===== src/design/fsp_pkg.sv =====
package fsp_pkg;

    // Field widths
    localparam int ANGLE_W = 11;
    localparam int SINE_W  = 18;

    // Cycles from an accepted start to its done strobe
    localparam int LATENCY = 9;

    // Folded angle, 16.16 fraction of a turn in -1/4..+1/4
    typedef logic signed [15:0] fold_t;
    // Square of the folded angle, 0..4096
    typedef logic [12:0] sq_t;
    // Horner accumulator
    typedef logic signed [23:0] poly_t;
    // Odd-polynomial result before clamping
    typedef logic signed [18:0] wide_t;
    typedef logic signed [SINE_W-1:0] sine_t;

    // Payload carried through the Horner stages
    typedef struct packed {
        fold_t x;
        sq_t   s;
        poly_t r;
    } hn_t;

    // 720ths of a turn to a 16.16 fraction of a turn
    localparam logic [22:0] TURN_SCALE = 23'd5965232;

    // Fold thresholds on the fraction of a turn
    localparam logic [15:0] FRAC_QUARTER  = 16'd16384;
    localparam logic [15:0] FRAC_HALF     = 16'd32768;
    localparam logic [15:0] FRAC_3QUARTER = 16'd49152;

    // Polynomial coefficients, leading one first
    localparam poly_t POLY_TOP = 24'sd2602479;
    localparam int    N_STEPS  = 4;
    localparam poly_t POLY_COEF [N_STEPS] = '{
        -24'sd5018418,
         24'sd5347884,
        -24'sd2709368,
         24'sd411775
    };

    // Saturation limits, plus and minus one in 16.16
    localparam wide_t ONE_POS = 19'sd65536;
    localparam wide_t ONE_NEG = -19'sd65536;

endpackage


===== src/design/fsp_fold.sv =====
module fsp_fold (
    input  logic                             clk,
    input  logic                             rst_n,
    input  logic                             in_valid,
    input  logic [fsp_pkg::ANGLE_W-1:0]      angle,
    output logic                             out_valid,
    output fsp_pkg::fold_t                   x
);

    logic [33:0]          scaled;
    logic [15:0]          frac_reg;
    logic [15:0]          frac_next;
    logic                 v1_reg;
    fsp_pkg::fold_t       x_reg;
    fsp_pkg::fold_t       x_next;
    logic                 v2_reg;

    // Stage 1: scale to a fraction of a turn, keep the fractional bits
    assign scaled    = {23'd0, angle} * {11'd0, fsp_pkg::TURN_SCALE};
    assign frac_next = scaled[31:16];

    // Stage 2: fold into a quarter turn either side of zero
    always_comb
    begin
        if (frac_reg > fsp_pkg::FRAC_3QUARTER)
        begin
            // frac - 1.0, same low bits read as signed
            x_next = fsp_pkg::fold_t'(frac_reg);
        end
        else if (frac_reg > fsp_pkg::FRAC_QUARTER)
        begin
            x_next = fsp_pkg::fold_t'(fsp_pkg::FRAC_HALF - frac_reg);
        end
        else
        begin
            x_next = fsp_pkg::fold_t'(frac_reg);
        end
    end

    always_ff @(posedge clk or negedge rst_n)
    begin
        if (!rst_n)
        begin
            v1_reg <= 1'b0;
            v2_reg <= 1'b0;
        end
        else
        begin
            v1_reg <= in_valid;
            v2_reg <= v1_reg;
        end
    end

    always_ff @(posedge clk)
    begin
        frac_reg <= frac_next;
        x_reg    <= x_next;
    end

    assign out_valid = v2_reg;
    assign x         = x_reg;

endmodule


===== src/design/fsp_square.sv =====
module fsp_square (
    input  logic               clk,
    input  logic               rst_n,
    input  logic               in_valid,
    input  fsp_pkg::fold_t     x,
    output logic               out_valid,
    output fsp_pkg::hn_t       beat
);

    logic signed [31:0] sq_full;
    fsp_pkg::hn_t       beat_reg;
    fsp_pkg::hn_t       beat_next;
    logic               v_reg;

    // Square of the folded angle; never negative, at most 4096 after the shift
    assign sq_full = x * x;

    always_comb
    begin
        beat_next.x = x;
        beat_next.s = sq_full[28:16];
        beat_next.r = fsp_pkg::POLY_TOP;
    end

    always_ff @(posedge clk or negedge rst_n)
    begin
        if (!rst_n)
        begin
            v_reg <= 1'b0;
        end
        else
        begin
            v_reg <= in_valid;
        end
    end

    always_ff @(posedge clk)
    begin
        beat_reg <= beat_next;
    end

    assign out_valid = v_reg;
    assign beat      = beat_reg;

endmodule


===== src/design/fsp_horner_step.sv =====
module fsp_horner_step (
    input  logic               clk,
    input  logic               rst_n,
    input  logic               in_valid,
    input  fsp_pkg::hn_t       in_beat,
    input  fsp_pkg::poly_t     coef,
    output logic               out_valid,
    output fsp_pkg::hn_t       out_beat
);

    logic signed [37:0] prod;
    logic signed [37:0] prod_sh;
    fsp_pkg::hn_t       beat_reg;
    fsp_pkg::hn_t       beat_next;
    logic               v_reg;

    // r = coef + floor(s * r / 2^16)
    assign prod    = $signed({1'b0, in_beat.s}) * in_beat.r;
    assign prod_sh = prod >>> 16;

    always_comb
    begin
        beat_next   = in_beat;
        beat_next.r = coef + prod_sh[23:0];
    end

    always_ff @(posedge clk or negedge rst_n)
    begin
        if (!rst_n)
        begin
            v_reg <= 1'b0;
        end
        else
        begin
            v_reg <= in_valid;
        end
    end

    always_ff @(posedge clk)
    begin
        beat_reg <= beat_next;
    end

    assign out_valid = v_reg;
    assign out_beat  = beat_reg;

endmodule


===== src/design/fsp_odd_sat.sv =====
module fsp_odd_sat (
    input  logic               clk,
    input  logic               rst_n,
    input  logic               in_valid,
    input  fsp_pkg::hn_t       in_beat,
    output logic               out_valid,
    output fsp_pkg::sine_t     sine
);

    logic signed [39:0] y_full;
    logic signed [39:0] y_sh;
    fsp_pkg::wide_t     y_reg;
    logic               v1_reg;
    fsp_pkg::sine_t     sine_reg;
    fsp_pkg::sine_t     sine_next;
    logic               v2_reg;

    // Stage 1: final multiply by the folded angle
    assign y_full = in_beat.x * in_beat.r;
    assign y_sh   = y_full >>> 16;

    // Stage 2: clamp to plus or minus one
    always_comb
    begin
        if (y_reg > fsp_pkg::ONE_POS)
        begin
            sine_next = fsp_pkg::ONE_POS[fsp_pkg::SINE_W-1:0];
        end
        else if (y_reg < fsp_pkg::ONE_NEG)
        begin
            sine_next = fsp_pkg::ONE_NEG[fsp_pkg::SINE_W-1:0];
        end
        else
        begin
            sine_next = y_reg[fsp_pkg::SINE_W-1:0];
        end
    end

    always_ff @(posedge clk or negedge rst_n)
    begin
        if (!rst_n)
        begin
            v1_reg <= 1'b0;
            v2_reg <= 1'b0;
        end
        else
        begin
            v1_reg <= in_valid;
            v2_reg <= v1_reg;
        end
    end

    always_ff @(posedge clk)
    begin
        y_reg    <= y_sh[18:0];
        sine_reg <= sine_next;
    end

    assign out_valid = v2_reg;
    assign sine      = sine_reg;

endmodule


===== src/design/fixed_point_sine_polynomial.sv =====
// Channel   Ports                 Beat taken when
// -------   -------------------   ---------------------------
// command   start, busy, angle    start high and busy low
// result    done, sine            done high (one cycle only)
//
// One angle can be started in every cycle; busy stays low.
// Each result passes through one stage each for the turn scaling multiply,
// the fold, the square, four Horner multiply-adds, the final multiply and
// the clamp. Results leave in start order.
// Reset clears the stage valid bits only; the receiver cannot stall.
module fixed_point_sine_polynomial (
    input  logic                              clk,
    input  logic                              rst_n,
    input  logic                              start,
    output logic                              busy,
    input  logic [fsp_pkg::ANGLE_W-1:0]       angle,
    output logic                              done,
    output logic signed [fsp_pkg::SINE_W-1:0] sine
);

    logic            accept;
    logic            fold_valid;
    fsp_pkg::fold_t  fold_x;
    logic            hn_valid [fsp_pkg::N_STEPS+1];
    fsp_pkg::hn_t    hn_beat  [fsp_pkg::N_STEPS+1];

    // Pipeline never stalls
    assign busy   = 1'b0;
    assign accept = start && !busy;

    // Scale and fold
    fsp_fold u_fold (
        .clk       (clk),
        .rst_n     (rst_n),
        .in_valid  (accept),
        .angle     (angle),
        .out_valid (fold_valid),
        .x         (fold_x)
    );

    // Square of the folded angle
    fsp_square u_square (
        .clk       (clk),
        .rst_n     (rst_n),
        .in_valid  (fold_valid),
        .x         (fold_x),
        .out_valid (hn_valid[0]),
        .beat      (hn_beat[0])
    );

    // Horner chain, one coefficient per stage
    for (genvar g = 0; g < fsp_pkg::N_STEPS; g++)
    begin : g_horner
        fsp_horner_step u_step (
            .clk       (clk),
            .rst_n     (rst_n),
            .in_valid  (hn_valid[g]),
            .in_beat   (hn_beat[g]),
            .coef      (fsp_pkg::POLY_COEF[g]),
            .out_valid (hn_valid[g+1]),
            .out_beat  (hn_beat[g+1])
        );
    end

    // Final multiply and clamp
    fsp_odd_sat u_odd_sat (
        .clk       (clk),
        .rst_n     (rst_n),
        .in_valid  (hn_valid[fsp_pkg::N_STEPS]),
        .in_beat   (hn_beat[fsp_pkg::N_STEPS]),
        .out_valid (done),
        .sine      (sine)
    );

`ifndef SYNTHESIS
    // Every result traces back to a start exactly one latency earlier
    a_done_has_start: assert property (@(posedge clk) disable iff (!rst_n)
        done |-> $past(accept, fsp_pkg::LATENCY))
        else $error("done without a matching start");

    // Clamp keeps the result within plus or minus one
    a_sine_range: assert property (@(posedge clk) disable iff (!rst_n)
        done |-> (sine <= 18'sd65536 && sine >= -18'sd65536))
        else $error("sine out of range");

    // Angle zero must give exactly zero
    a_zero_angle: assert property (@(posedge clk) disable iff (!rst_n)
        (done && $past(accept && angle == '0, fsp_pkg::LATENCY)) |-> sine == '0)
        else $error("nonzero sine for zero angle");

    // Folded angle stays within a quarter turn either side of zero
    a_fold_range: assert property (@(posedge clk) disable iff (!rst_n)
        fold_valid |-> (fold_x <= 16'sd16384 && fold_x >= -16'sd16384))
        else $error("fold out of range");
`endif

endmodule


===== config.mk =====
export PLATFORM = sky130hd
export DESIGN_NAME = fixed_point_sine_polynomial
export DESIGN_NICKNAME = d
export VERILOG_FILES = /design/src/design/fsp_pkg.sv /design/src/design/fsp_fold.sv /design/src/design/fsp_square.sv /design/src/design/fsp_horner_step.sv /design/src/design/fsp_odd_sat.sv /design/src/design/fixed_point_sine_polynomial.sv
export SDC_FILE = /design/constraint.sdc
export NUM_CORES = 2
export LEC_CHECK = 0
export CORE_ASPECT_RATIO = 1.5
export CORE_UTILIZATION = 45
export CTS_CLUSTER_DIAMETER = 200
export CTS_CLUSTER_SIZE = 40
export DETAILED_ROUTE_END_ITERATION = 6
export DONT_BUFFER_PORTS = 1
export SLEW_MARGIN = 40
export SYNTH_ARGS = -nofsm -noshare
export SYNTH_HDL_FRONTEND = slang
export SYNTH_SLANG_ARGS = --single-unit

===== constraint.sdc =====
create_clock -name clk -period 7.95 [get_ports clk]
set_input_delay 1.59 -clock clk [delete_from_list [all_inputs] [get_ports clk]]
set_output_delay 1.59 -clock clk [all_outputs]
set_load 0.05 [all_outputs]

### Word-level counts from Yosys, hierarchy flattened

Cells that the tools add are included.

* memories: 0
* input bits: 14
* RAM bits: 0
* logic and storage cells: 47
* output and inout port bits: 20
* bits in registers: 305
* latch bits: 0
* ROM bits: 0

* add/subtract/negate cells: 5
* divide/modulo/power cells: 0
* $mul: 7
* reduce and logical (&&, ||, !) cells: 1
* order comparisons: 4
* multiplexer cells: 3
* shift-type cells: 0
* equal/unequal tests: 0
* bitwise operators: 0

Operators by type and width (count)
* $mul 14x24->38: 3
* $mul 13x22->35 const B: 1
* $mul 16x23->35: 1
* $mux 16: 2
* $mul 16x16->29: 1
* $mul 11x19->28 const B: 1
* $add 23x22->24 const A: 1
* $add 23x24->24 const A: 1
* $add 24x24->24 const A: 1
* $add 20x22->23 const A: 1
* $gt 19x18->1 const B: 1
* $lt 19x17->1 const B: 1
* $mux 18: 1
* $gt 16x15->1 const B: 1
* $gt 16x16->1 const B: 1
* $sub 16x16->16 const A: 1
* $reduce_or 2->1: 1

### Longest topological paths before layout

* depth in word-level cells: 3
* gate-level depth with buffers: 31
* gate-level depth less buffers: 30

### Hierarchy

Synthesis repeated with hierarchy kept, for this count alone.

* cells, all modules: 8277
* area, all modules: 76732.3 sq um

By module, submodules not included
* fsp_horner_step (g_horner[2].u_step ...): cells each 1411, seq. area each 1086.0 sq um, times used 2, area an instance 12964.9 sq um
* fsp_odd_sat: cells each 1423, seq. area each 790.8 sq um, times used 1, area an instance 12983.7 sq um
* fsp_horner_step (g_horner[0].u_step): cells each 1380, seq. area each 1086.0 sq um, times used 1, area an instance 12884.9 sq um
* fsp_horner_step (g_horner[1].u_step): cells each 1385, seq. area each 1086.0 sq um, times used 1, area an instance 12781.0 sq um
* fsp_square: cells each 901, seq. area each 605.6 sq um, times used 1, area an instance 8672.1 sq um
* fsp_fold: cells each 363, seq. area each 690.7 sq um, times used 1, area an instance 3465.8 sq um
* fixed_point_sine_polynomial: cells each 3, seq. area each 0.0 sq um, times used 1, area an instance 15.0 sq um

### Worst setup path before layout

Ideal clock, no wire load.

* path kind: register to register
* start point: register g_horner[0].u_step.beat_reg, in the netlist g_horner[0].u_step.out_beat[29]
* end point: register g_horner[1].u_step.beat_reg, in the netlist g_horner[1].u_step.out_beat[20]
* data arrival time: 6894 ps
* setup time: 72 ps
* clock period less this slack: 6966 ps
* path slack: 984 ps
* path buffers: 1
* required time: 7878 ps
* cell stages (with the launch flop): 28
* cells stage by stage: dfxtp_1 -> clkbuf_1 -> nand2_1 -> fa_1 -> fa_1 -> fa_1 -> inv_1 -> fa_1 -> fa_1 -> inv_1 -> fa_1 -> inv_1 -> ha_1 -> and4_1 -> and3_1 -> o211ai_2 -> a31o_4 -> nand2_1 -> a21oi_1 -> xor2_1 -> ha_1 -> o32ai_2 -> a32oi_2 -> o211ai_2 -> and3_4 -> nor2_1 -> nor4_2 -> xnor2_1

RTL lines
* start: declaration: RTL line fsp_horner_step.sv:13 `fsp_pkg::hn_t beat_reg;`
* start signal: assignment: RTL line fsp_horner_step.sv:41 `beat_reg <= beat_next;`
* end signal: assignment: RTL line fsp_horner_step.sv:41
* end: declaration: RTL line fsp_horner_step.sv:13

==> impl_results.md <==
* CP max stage delay at 0.63 ns
* GRT Total Usage at 0.218
* Grt ovf at 0
* DR iter-0 viols at 1,685
* Critical path required time at 8.45 ns
* Hold Vio Cnt, Final at 0
* Layout cell share with drive strength beyond 1 at 0.0319
* Final Skew at 0.0426 ns
* Slew HR at 0.480
* # hold bufs at CTS at 0
* Share of the synthesized area in the top cell type at 0.449
* Post-DP HPWL at 132,000 µm
* Setup TNS at 0 ns
* Via/cell ratio at 5.04
* Final cell count without fillers at 8,800
* CP delay by family, top: adder cells
* Clk_lat worst skew at 0.58 ns
* Post-Syn Area per Cell at 9.44 µm²
* Vias in the first global route at 51,000
* R2R cell count at 25
* Seq cells post-synth at 299
* Root buffer cell: clkbuf_16
* Leading area contributor after synthesis: fa_1
* Crit path DAT at 7.96 ns
* Max reg flops at 192
* Worst setup EP type: register
* Kind of critical path: reg2reg
* Initial antenna violation count at 2
* Clock Path Buffers at 3
* CP Launch Type: register
* F_max at 134 MHz
* Ant. Diodes at 0
* Hold path endpoint: g_horner[3].u_step.out_beat[48]
* Buffers plus inverters on the worst setup path at 3
* CTS sink cnt at 299
* Outcome: finished, final reports clean
* Drt wl/cell at 17.3 µm
* Full die area at 0.148 mm²
* Most frequent cells after synthesis: inv_1, fa_1, nand2_1
* Top cell by count, worst path: fa_1
* Max Cap Viol at 0
* Die width at 315 µm
* Tightest Pin Transition at 0.772 ns
* Hold Path Origin: g_horner[2].u_step.out_beat[48]
* Max-slew violation count at 0
* First-pass GRT wire length at 257,000 µm
* CTS resizes at 0
* Die Y-Extent at 471 µm
* Drt first pass iters at 5
* Prevailing post-synth register cell: dfxtp_1
* Placed cell count at 8,785
* Total number of vias at 44,400
* Most frequent cell after synthesis: inv_1
* Final nets at 9,029
* Crit path max fanout at 17
* Reg-to-reg critical path endpoint: g_horner[1].u_step.out_beat[20]
* Synth Cell Area at 0.0660 mm²
* Final cycle utilization of the critical path at 0.938
* Hold Path Stages at 0
* Min Clock Period, post-route at 7.46 ns
* DRC errors left at 0
* Row count at 171
* Slowest stage cell, crit path: dfxtp_1
* Port bufs at 0
* Yosys Warn Count at 0
* Syn_nets at 9,123
* Reg2reg start: g_horner[0].u_step.out_beat[30]
* Final-report setup violation count at 0
* Post-CTS setup buffer count at 0
* Routed wire length at 152,000 µm
* RSZ-0062 raised after global routing: no
* Synth-to-layout area growth at 4.26%
* Synth top area cells: fa_1, ha_1, inv_1, dfxtp_1, and2_1
* Synth async-reset ratio at 0.0301
* Largest net degree at the start of global routing at 42
* I/O pin total at 34
* Number of flops mapped to enable cells by yosys at 0
* Type of the worst min-delay path: reg2reg
* Synth unique cells at 103
* Core ar. at 0.145 mm²
* CTS tree: built
* Antenna-violating nets left at 0
* Post-Route Utilization at 0.474
* Reg2reg setup slack at 0.49 ns
* H-tree depth at 1
* Mapped Cells at 6,989
* Reg clk slew, reported paths at 0.15 ns
* CTS buffer count at 11
* Starting density of the core at 0.455
* Gpl congestion at 0.894
* Sequential fraction of the synthesis area at 0.0914
## worst max path at each step
stage,startpoint,depth (start not counted),endpoint
after floorplan,g_horner[0].u_step.out_beat[29],27,g_horner[1].u_step.out_beat[20]
after global placement,g_horner[3].u_step.out_beat[38],27,u_odd_sat.y_reg[15]
after detailed placement,g_horner[3].u_step.out_beat[38],26,u_odd_sat.y_reg[18]
after CTS,g_horner[3].u_step.out_beat[38],27,u_odd_sat.y_reg[15]
after global routing,g_horner[3].u_step.out_beat[5],27,u_odd_sat.y_reg[15]
final,g_horner[0].u_step.out_beat[30],25,g_horner[1].u_step.out_beat[20]
## final cells by class
cell class              count  area [µm²]
flip-flops and latches    299        6040
inverters                1767        6630
repair buffers            134        1010
clock inverters             2        25.0
clock buffers              13         283
fillers                 13700       76300
multi-input cells        4682       52400
well taps                1903        2380
## cell usage in the layout (no fill, tap or decap), types with 10 or more instances in the layout
master and n:
nand3_1 44, a31oi_1 15, nand2_1 780, dfxtp_2 11, nand2b_1 43, inv_1 1765, dfxtp_1 279, o211ai_1 16
clkbuf_16 11, xor2_1 61, nor3_1 52, a21o_1 58, or2_2 11, and3_1 25, o21a_1 23, ha_1 641
and2_1 650, nor4_1 12, nand4_1 22, fa_1 1479, a21oi_1 109, nor2_1 146, or3_1 25, xnor2_1 171
o31ai_1 14, buf_4 134, o21ai_1 10, o21ai_0 73, o211a_1 10, a211oi_1 19, nor2b_1 21
## cells by family after synthesis
| group | count (synthesis) | share of synthesized area |
|---|---|---|
| fa+ha+maj | 2120 | 0.571 |
| buf+inv | 2008 | 0.114 |
| simple gates | 1856 | 0.140 |
| compound gates | 457 | 0.0497 |
| flops | 299 | 0.0914 |
| xor+xnor | 236 | 0.0319 |
| mux | 12 | 0.00199 |
| other cells | 1 | 0.0000569 |
## metal layers
layer | up-vias | wire length [µm] | global-route usage
met5 | - | 27 | 0
met4 | 4 | 6000 | 0.0789
met3 | 320 | 4320 | 0.0156
met2 | 789 | 85300 | 0.425
met1 | 22900 | 56800 | 0.242
li1 | 20400 | - | -
## metrics by stage
| stage | hold slack (ns) | instance area (µm²) | setup slack (ns) |
|---|---|---|---|
| floorplan | 0.310 | 66000 | 0.984 |
| global placement | 0.310 | 68400 | 0.0842 |
| detailed placement | 0.312 | 68500 | 0.375 |
| CTS | 0.302 | 68800 | 0.317 |
| global route | 0.329 | 68800 | 0.0286 |
| finish | 0.302 | 68800 | 0.494 |
Power is not shown: default switching activity piles up to over one toggle a cycle in this logic, so the estimate is an artifact.
